<file path="config.mk">
export PLATFORM = sky130hd
export DESIGN_NAME = rms_level_db_meter_top
export DESIGN_NICKNAME = d
export VERILOG_FILES = /design/src/rldm_pkg.sv /design/src/rldm_ctrl.sv /design/src/rldm_dp.sv /design/src/rms_level_db_meter_top.sv
export SDC_FILE = /design/constraint.sdc
export NUM_CORES = 2
export LEC_CHECK = 0
export ABC_CLOCK_PERIOD_IN_PS = 10700
export BUFFER_PORTS_ARGS = -buffer_cell sky130_fd_sc_hd__buf_2
export CELL_PAD_IN_SITES_DETAIL_PLACEMENT = 0
export CELL_PAD_IN_SITES_GLOBAL_PLACEMENT = 1
export CORE_UTILIZATION = 48
export DETAILED_ROUTE_END_ITERATION = 8
export PLACE_DENSITY_LB_ADDON = 0.1
export SYNTH_ARGS = -nofsm -noshare
export SYNTH_HDL_FRONTEND = slang
export SYNTH_SLANG_ARGS = --single-unit
</file>
<file path="constraint.sdc">
create_clock -name clk_i -period 10.7 [get_ports clk_i]
set_input_delay 1.605 -clock clk_i [delete_from_list [all_inputs] [get_ports clk_i]]
set_output_delay 1.605 -clock clk_i [all_outputs]
set_load 0.05 [all_outputs]
</file>
<file path="src/rldm_pkg.sv">
// Shared constants and command/status types for the RMS level meter.
// No dependencies; imported by the controller, datapath and top level.
package rldm_pkg;

  localparam int SampleW   = 16;
  localparam int SumW      = 46;
  localparam int CountW    = 17;
  localparam int LevelW    = 17;
  localparam int LogFrac   = 24;
  localparam int ExpW      = 6;
  localparam int LgW       = ExpW + LogFrac;
  localparam int MantW     = 32;
  localparam int IterW     = 5;

  localparam logic [CountW-1:0] MaxBlockLen = CountW'(65536);
  localparam logic [SumW-1:0]   SumMax      = {SumW{1'b1}};

  // 10*log10(2) in Q.24, split into two 13-bit halves for the multiplier
  localparam int DbPerOct    = 50504453;
  localparam int ConstSplit  = 13;
  localparam logic [12:0] DbLo = 13'(DbPerOct % (1 << ConstSplit));
  localparam logic [12:0] DbHi = 13'(DbPerOct / (1 << ConstSplit));
  localparam logic signed [35:0] DbOffset = 36'sd50504453;
  localparam logic signed [31:0] LgBias   = 32'sd503316480;  // 30 in Q.24

  localparam logic signed [LevelW-1:0] FloorLevel = -17'sd51200;
  localparam logic signed [LevelW-1:0] CeilLevel  = 17'sd1024;

  localparam logic [IterW-1:0] LastIter = IterW'(LogFrac - 1);

  typedef struct packed {
    logic acc;        // accumulate the accepted sample
    logic load_norm;  // load normalizer
    logic norm_src;   // 0: square sum, 1: sample count
    logic norm_shift; // shift normalizer one place
    logic log_init;   // take mantissa from normalizer
    logic log_step;   // one squaring step
    logic save_lg;    // store log result, norm_src picks the slot
    logic mul_lo;
    logic mul_hi;
    logic db;
    logic lvl;
    logic out_load;   // load result register and clear block state
  } cmd_t;

  typedef struct packed {
    logic norm_top;
    logic sum_zero;
    logic out_free;
  } stat_t;

endpackage

</file>
<file path="src/rldm_ctrl.sv">
// Sequencer for the RMS level meter: accumulation, two log passes, scaling.
// Depends on rldm_pkg; drives rldm_dp through cmd_t and reads stat_t.
module rldm_ctrl (
  input  logic           clk_i,
  input  logic           rst_ni,
  input  logic           in_valid_i,
  input  logic           in_last_i,
  output logic           in_ready_o,
  input  rldm_pkg::stat_t stat_i,
  output rldm_pkg::cmd_t  cmd_o
);
  import rldm_pkg::*;

  localparam logic [3:0] SIdle  = 4'd0;
  localparam logic [3:0] SStart = 4'd1;
  localparam logic [3:0] SNorm  = 4'd2;
  localparam logic [3:0] SLog   = 4'd3;
  localparam logic [3:0] SSave  = 4'd4;
  localparam logic [3:0] SMulLo = 4'd5;
  localparam logic [3:0] SMulHi = 4'd6;
  localparam logic [3:0] SDb    = 4'd7;
  localparam logic [3:0] SLvl   = 4'd8;
  localparam logic [3:0] SOut   = 4'd9;
  localparam logic [3:0] SCnt   = 4'd10;

  logic [3:0]       state_q, state_d;
  logic [IterW-1:0] iter_q, iter_d;
  logic             pass_q, pass_d;

  assign in_ready_o = (state_q == SIdle);

  // Next state and commands
  always_comb begin
    state_d = state_q;
    iter_d  = iter_q;
    pass_d  = pass_q;
    cmd_o   = '0;
    cmd_o.norm_src = pass_q;
    case (state_q)
      SIdle: begin
        if (in_valid_i) begin
          cmd_o.acc = 1'b1;
          if (in_last_i) state_d = SStart;
        end
      end
      SStart: begin
        if (stat_i.sum_zero) begin
          state_d = SOut;
        end else begin
          cmd_o.load_norm = 1'b1;
          cmd_o.norm_src  = 1'b0;
          pass_d  = 1'b0;
          state_d = SNorm;
        end
      end
      SNorm: begin
        if (stat_i.norm_top) begin
          cmd_o.log_init = 1'b1;
          iter_d  = '0;
          state_d = SLog;
        end else begin
          cmd_o.norm_shift = 1'b1;
        end
      end
      SLog: begin
        cmd_o.log_step = 1'b1;
        iter_d = iter_q + 1'b1;
        if (iter_q == LastIter) state_d = SSave;
      end
      SSave: begin
        cmd_o.save_lg = 1'b1;
        if (!pass_q) begin
          pass_d  = 1'b1;
          state_d = SCnt;
        end else begin
          state_d = SMulLo;
        end
      end
      // start the count pass with a fresh normalizer load
      SCnt: begin
        cmd_o.load_norm = 1'b1;
        cmd_o.norm_src  = 1'b1;
        state_d = SNorm;
      end
      SMulLo: begin
        cmd_o.mul_lo = 1'b1;
        state_d = SMulHi;
      end
      SMulHi: begin
        cmd_o.mul_hi = 1'b1;
        state_d = SDb;
      end
      SDb: begin
        cmd_o.db = 1'b1;
        state_d = SLvl;
      end
      SLvl: begin
        cmd_o.lvl = 1'b1;
        state_d = SOut;
      end
      SOut: begin
        if (stat_i.out_free) begin
          cmd_o.out_load = 1'b1;
          state_d = SIdle;
        end
      end
      default: state_d = SIdle;
    endcase
  end

  always_ff @(posedge clk_i or negedge rst_ni) begin
    if (!rst_ni) begin
      state_q <= SIdle;
      iter_q  <= '0;
      pass_q  <= 1'b0;
    end else begin
      state_q <= state_d;
      iter_q  <= iter_d;
      pass_q  <= pass_d;
    end
  end

endmodule

</file>
<file path="src/rldm_dp.sv">
// Datapath of the RMS level meter: accumulator, normalizer, log2 unit,
// dB scaling and result register. Depends on rldm_pkg; driven by rldm_ctrl.
module rldm_dp (
  input  logic                              clk_i,
  input  logic                              rst_ni,
  input  rldm_pkg::cmd_t                    cmd_i,
  output rldm_pkg::stat_t                   stat_o,
  input  logic signed [rldm_pkg::SampleW-1:0] sample_i,
  output logic signed [rldm_pkg::LevelW-1:0]  level_db_o,
  output logic                              silent_o,
  output logic                              out_valid_o,
  input  logic                              out_ready_i
);
  import rldm_pkg::*;

  logic [SumW-1:0]   sum_q, sum_d;
  logic [CountW-1:0] cnt_q, cnt_d;
  logic [SumW-1:0]   norm_q;
  logic [ExpW-1:0]   exp_q;
  logic [MantW-1:0]  mant_q;
  logic [LogFrac-1:0] frac_q;
  logic [LgW-1:0]    lga_q, lgb_q;
  logic [55:0]       prod_q;
  logic              neg_q;
  logic signed [35:0] d_q;
  logic signed [LevelW-1:0] lvl_q;
  logic signed [LevelW-1:0] level_q;
  logic              silent_q, valid_q;

  logic [31:0]       sq;
  logic [SumW:0]     sum_add;
  logic [63:0]       msq;
  logic [32:0]       mtop;
  logic signed [31:0] lg_diff;
  logic [29:0]       lmag;
  logic [12:0]       cmul;
  logic [42:0]       pp;
  logic [32:0]       rmag;
  logic signed [35:0] d_new;
  logic [35:0]       dmag;
  logic [19:0]       qmag;
  logic signed [20:0] lv;

  // Square and saturating accumulate
  assign sq      = 32'(sample_i * sample_i);
  assign sum_add = {1'b0, sum_q} + {15'd0, sq};
  always_comb begin
    sum_d = sum_q;
    cnt_d = cnt_q;
    if (cmd_i.acc && cnt_q < MaxBlockLen) begin
      cnt_d = cnt_q + 1'b1;
      sum_d = sum_add[SumW] ? SumMax : sum_add[SumW-1:0];
    end
    if (cmd_i.out_load) begin
      sum_d = '0;
      cnt_d = '0;
    end
  end

  always_ff @(posedge clk_i or negedge rst_ni) begin
    if (!rst_ni) begin
      sum_q <= '0;
      cnt_q <= '0;
    end else begin
      sum_q <= sum_d;
      cnt_q <= cnt_d;
    end
  end

  // Log2 step: square mantissa, take next fraction bit
  assign msq  = mant_q * mant_q;
  assign mtop = msq[63:31];

  // Scale log difference by 10*log10(2), two partial products
  assign lg_diff = $signed({2'b00, lga_q}) - $signed({2'b00, lgb_q}) - LgBias;
  assign lmag    = lg_diff[31] ? 30'(-lg_diff) : lg_diff[29:0];
  assign cmul    = cmd_i.mul_hi ? DbHi : DbLo;
  assign pp      = lmag * cmul;

  // Round the products to Q.24 and to 1/256 dB
  assign rmag  = 33'((prod_q + 56'(1 << (LogFrac - 1))) >> LogFrac);
  assign d_new = (neg_q ? -$signed({3'b000, rmag}) : $signed({3'b000, rmag})) + DbOffset;
  assign dmag  = d_q[35] ? 36'(-d_q) : d_q;
  assign qmag  = 20'((dmag + 36'd32768) >> 16);
  assign lv    = d_q[35] ? -$signed({1'b0, qmag}) : $signed({1'b0, qmag});

  always_ff @(posedge clk_i) begin
    if (cmd_i.load_norm) begin
      norm_q <= cmd_i.norm_src ? {{(SumW-CountW){1'b0}}, cnt_q} : sum_q;
      exp_q  <= ExpW'(SumW - 1);
    end else if (cmd_i.norm_shift) begin
      norm_q <= {norm_q[SumW-2:0], 1'b0};
      exp_q  <= exp_q - 1'b1;
    end
    if (cmd_i.log_init) begin
      mant_q <= norm_q[SumW-1 -: MantW];
      frac_q <= '0;
    end else if (cmd_i.log_step) begin
      mant_q <= mtop[32] ? mtop[32:1] : mtop[31:0];
      frac_q <= {frac_q[LogFrac-2:0], mtop[32]};
    end
    if (cmd_i.save_lg) begin
      if (cmd_i.norm_src) lgb_q <= {exp_q, frac_q};
      else                lga_q <= {exp_q, frac_q};
    end
    if (cmd_i.mul_lo) begin
      prod_q <= {13'd0, pp};
      neg_q  <= lg_diff[31];
    end else if (cmd_i.mul_hi) begin
      prod_q <= prod_q + {pp, 13'd0};
    end
    if (cmd_i.db) d_q <= d_new;
    if (cmd_i.lvl) begin
      if (lv < 21'(FloorLevel))     lvl_q <= FloorLevel;
      else if (lv > 21'(CeilLevel)) lvl_q <= CeilLevel;
      else                          lvl_q <= lv[LevelW-1:0];
    end
    if (cmd_i.out_load) begin
      level_q  <= (sum_q == '0) ? FloorLevel : lvl_q;
      silent_q <= (sum_q == '0);
    end
  end

  // Result register handshake
  always_ff @(posedge clk_i or negedge rst_ni) begin
    if (!rst_ni) begin
      valid_q <= 1'b0;
    end else if (cmd_i.out_load) begin
      valid_q <= 1'b1;
    end else if (out_ready_i) begin
      valid_q <= 1'b0;
    end
  end

  assign stat_o.norm_top = norm_q[SumW-1];
  assign stat_o.sum_zero = (sum_q == '0);
  assign stat_o.out_free = !valid_q || out_ready_i;

  assign level_db_o  = level_q;
  assign silent_o    = silent_q;
  assign out_valid_o = valid_q;

endmodule

</file>
<file path="src/rms_level_db_meter_top.sv">
// Top level of the RMS level meter: stream ports, controller and datapath.
// Depends on rldm_pkg, rldm_ctrl and rldm_dp.
//
// Samples are accepted one per cycle while a block is being summed; each
// sample's square, up to 65536 samples per block, is added to a saturating
// 46-bit sum in the cycle it arrives. A sample with tlast closes the block:
// the input then stalls while one shared 32x32 squarer computes log2 of the
// sum and of the count (normalize, 24 squaring steps and a store for each),
// then two partial products, dB offset, clamp and output load; an all-zero
// block skips to the output load, which waits until the output is free.
// The result (level in 1/256 dB, -200 dB floor, plus a silence flag) sits in
// an output register, so the next block is taken while it waits.
module rms_level_db_meter_top (
  input  logic        clk_i,
  input  logic        rst_ni,
  input  logic        s_axis_tvalid_i,
  output logic        s_axis_tready_o,
  input  logic [15:0] s_axis_tdata_i,   // [15:0] sample
  input  logic        s_axis_tlast_i,   // last_sample
  output logic        m_axis_tvalid_o,
  input  logic        m_axis_tready_i,
  output logic [23:0] m_axis_tdata_o,   // [16:0] level_db, [23:17] zero
  output logic        m_axis_tuser_o    // [0] silent
);
  import rldm_pkg::*;

  cmd_t cmd;
  stat_t stat;
  logic signed [LevelW-1:0] level_db;

  rldm_ctrl u_ctrl (
    .clk_i      (clk_i),
    .rst_ni     (rst_ni),
    .in_valid_i (s_axis_tvalid_i),
    .in_last_i  (s_axis_tlast_i),
    .in_ready_o (s_axis_tready_o),
    .stat_i     (stat),
    .cmd_o      (cmd)
  );

  rldm_dp u_dp (
    .clk_i       (clk_i),
    .rst_ni      (rst_ni),
    .cmd_i       (cmd),
    .stat_o      (stat),
    .sample_i    (s_axis_tdata_i),
    .level_db_o  (level_db),
    .silent_o    (m_axis_tuser_o),
    .out_valid_o (m_axis_tvalid_o),
    .out_ready_i (m_axis_tready_i)
  );

  assign m_axis_tdata_o = {7'd0, level_db};

endmodule

</file>
==> results.tsv <==
metric	value	unit
period_minus_slack	10.27	ns
fin_setup_tns	0	ns
grt_pass1_wl	297000	um
fp.coreArea	140000	sq um
grt_usage	26.7	%
synth_seq_cells	357	
synth-main-ff-cell	edfxtp_1	
cp_max_fo	16	
relSlewSlack	21.8	%
multi_input_area	51900	sq um
die_y	379	um
crit_top_cell	fa_1	
dieArea	144000	sq um
initial_core_util	48.6	%
place_congestion	0.931	
drtIter0Drc	3134	
hpwl	155000	um
fin_crit_sh	95.9	%
yosysSeqAreaShare	14.5	%
antenna_found_initial	9	
grt-ovfl-total	0	
postRouteWirelength	187000	um
setup_slack	0.435	ns
std_cell_rows	137	
die_w	379	um
wl_per_cell	19.9	um
synth.avg_cell_area	9.26	sq um
cp_slowest_cell	edfxtp_1	
stdcell_count	9424	
crit_path_max_incr_delay	0.93	ns
arrival	10.60	ns
rsz0062_at_grt	true	
cts_made_buffers	42	
dp_slack	-0.00186	ns
syn-cell-area	68200	sq um
final_nets	9352	
timing.fmax	97.4	MHz
fin_worst_skew	0.0192	ns
placed_cells	9326	
grt_pass1_vias	52700	
dr_total_vias	50600	
hold_class	flop to flop	
drive_above_1_share	7.84	%
fillers	13300	
tightest_slew	1.17	ns
htree_levels	2	
critical_path_required	11.03	ns
async_flop_share	20.7	%
drcViolationCount	0	
cts_sinks	357	
setup_viol	0	
cts_tree	built	
ios	48	
clock-root-buffer	clkbuf_16	
endpoint_kind	flop	
portBuffers	40	
path_clk_slew	0.06	ns
hold_buffers	0	
cp-start-kind	flop	
grt_max_degree	75	
syn_inst	7366	
hold_viol	0	
status	finished, final reports clean	
regArea	9920	sq um
areaGrowthSynthToFinish	8.52	%
detail-route-antenna-nets	0	
clock_latency	0.60	ns
vias_per_cell	5.37	
yosys_warnings	0	
critPathKind	flop to flop	
synth_enable_flop_cells	240	
max_cap_viol_count	0	
yosys.cell_types.count	110	
clockBufferDepth	3	
firstDrtPassIters	6	
drv_slew	0	
-- placed cells by master (no fill, tap or decap), drive strengths merged, types with 20 or more instances in the layout --
master  instances
ha            641
xnor2         244
and3           52
nand3         131
clkinv         20
o21bai         20
or2            28
or3            37
o31ai          33
a31oi          63
buf           363
nor2b          50
a211oi         32
nor3           93
dfrtp          74
o21a           32
edfxtp        240
o211ai         26
and2          279
xor2          157
nor4           57
nand2b         46
a21oi         311
nand2         690
nor2          423
a21o           94
inv          1519
o21ai         179
nand4          41
fa           1176
dfxtp          43
clkbuf         47
-- metrics by stage --
stage	area (sq um)	hold slack (ns)	utilization [%]
4_1_cts	73500	0.458	52.5
2_1_floorplan	68200	0.425	-
6_report	74000	0.460	52.8
3_5_place_dp	72100	0.444	51.4
5_1_grt	74000	0.480	52.8
3_3_place_gp	72100	0.436	51.4
-- registers in the layout (all words and copies together) (netlist names), 24 cells and up --
signal / flops
u_dp.norm_q: 46
u_dp.sum_q: 46
u_dp.prod_q: 43
u_dp.d_q: 36
u_dp.mant_q: 32
u_dp.lga_q: 30
u_dp.lgb_q: 30
u_dp.frac_q: 24
-- worst paths after layout --
check                           startpoint                 to  slack [ns]  cells after the start
min                        u_dp.frac_q[23]     u_dp.lga_q[23]        0.46                      0
max in group asynchronous           rst_ni  u_ctrl.state_q[0]        8.85                      1
max                         u_dp.mant_q[9]    u_dp.mant_q[18]        0.43                     31
max reg2reg                 u_dp.mant_q[9]    u_dp.mant_q[18]        0.43                     31
min reg2reg                u_dp.frac_q[23]     u_dp.lga_q[23]        0.46                      0
min in group asynchronous           rst_ni     u_dp.sum_q[26]        1.17                      1
-- synthesized netlist by cell type, types with 12 or more instances --
| cell type | instances | share of area [%] |
|---|---|---|
| a211oi_1 | 31 | 0.34 |
| and3_1 | 52 | 0.48 |
| edfxtp_1 | 240 | 11 |
| nor3_1 | 90 | 0.66 |
| nand3_1 | 129 | 0.95 |
| nand2b_1 | 46 | 0.42 |
| nand2_1 | 689 | 3.8 |
| or3_1 | 36 | 0.33 |
| xnor2_1 | 243 | 3.1 |
| o31ai_1 | 32 | 0.35 |
| fa_1 | 1176 | 35 |
| nand4_1 | 40 | 0.37 |
| o41ai_1 | 13 | 0.17 |
| and2_1 | 276 | 2.5 |
| a211o_1 | 13 | 0.17 |
| a21o_1 | 94 | 1.0 |
| buf_1 | 12 | 0.066 |
| xor2_1 | 157 | 2.0 |
| a21oi_1 | 311 | 2.3 |
| a31oi_1 | 63 | 0.58 |
| o21a_1 | 32 | 0.35 |
| dfrtp_1 | 74 | 2.7 |
| mux2i_1 | 14 | 0.21 |
| o21bai_1 | 20 | 0.22 |
| ha_1 | 641 | 12 |
| o211ai_1 | 23 | 0.25 |
| inv_1 | 1507 | 8.3 |
| clkbuf_1 | 233 | 1.3 |
| nor4_1 | 49 | 0.45 |
| dfxtp_1 | 43 | 1.3 |
| nor2b_1 | 49 | 0.45 |
| nor2_1 | 413 | 2.3 |
| o21ai_0 | 172 | 1.3 |
| or2_2 | 27 | 0.25 |
-- layout make-up --
class	count	area share (%)
Clock buffer	47	1.46
Multi-Input combinational cell	5231	70.1
Sequential cell	357	13.4
Tap cell	1876	3.17
Antenna cell	1	0.00338
Timing Repair Buffer	363	3.64
Clock inverter	30	0.507
Inverter	1519	7.70
-- critical path, delay by kind of cell, from the launching register on --
family	cells	cell delay, ns
compound gates	7	1.61
buf+inv	7	1.00
flops	1	0.93
simple gates	7	1.49
mux	1	0.21
fa+ha+maj	9	4.73
-- layer usage --
| metal | global-route usage [%] | up-vias | wire, um | part of all wire [%] |
|---|---|---|---|---|
| met1 | 34.7 | 25500 | 79300 | 42 |
| met2 | 46.4 | 1060 | 93100 | 50 |
| met4 | 7.90 | 6 | 6370 | 3.4 |
| li1 | - | 23800 | - | - |
| met5 | 0 | - | 30 | 0.016 |
| met3 | 3.37 | 244 | 8530 | 4.6 |
-- timing repair --
action                                 CTS  global route
setup endpoints to repair                1            39
resized for setup                        1            71
setup buffers                            0            20
endpoints found under the hold margin    0             0
pin swaps                                0            31
-- cells by family after synthesis --
kind of cell | after synthesis | synth area share (%)
and+or+nand+nor | 1995 | 14.2
other | 2 | 0.0110
DFF | 357 | 14.5
muxes | 22 | 0.338
xor gates and xnor gates | 401 | 5.16
adders and majority gates | 1817 | 46.3
AOI/OAI and AO/OA | 988 | 9.54
buffers and inverters | 1784 | 9.90
Power is not shown: default switching activity piles up to over one toggle a cycle in this logic, so the estimate is an artifact.
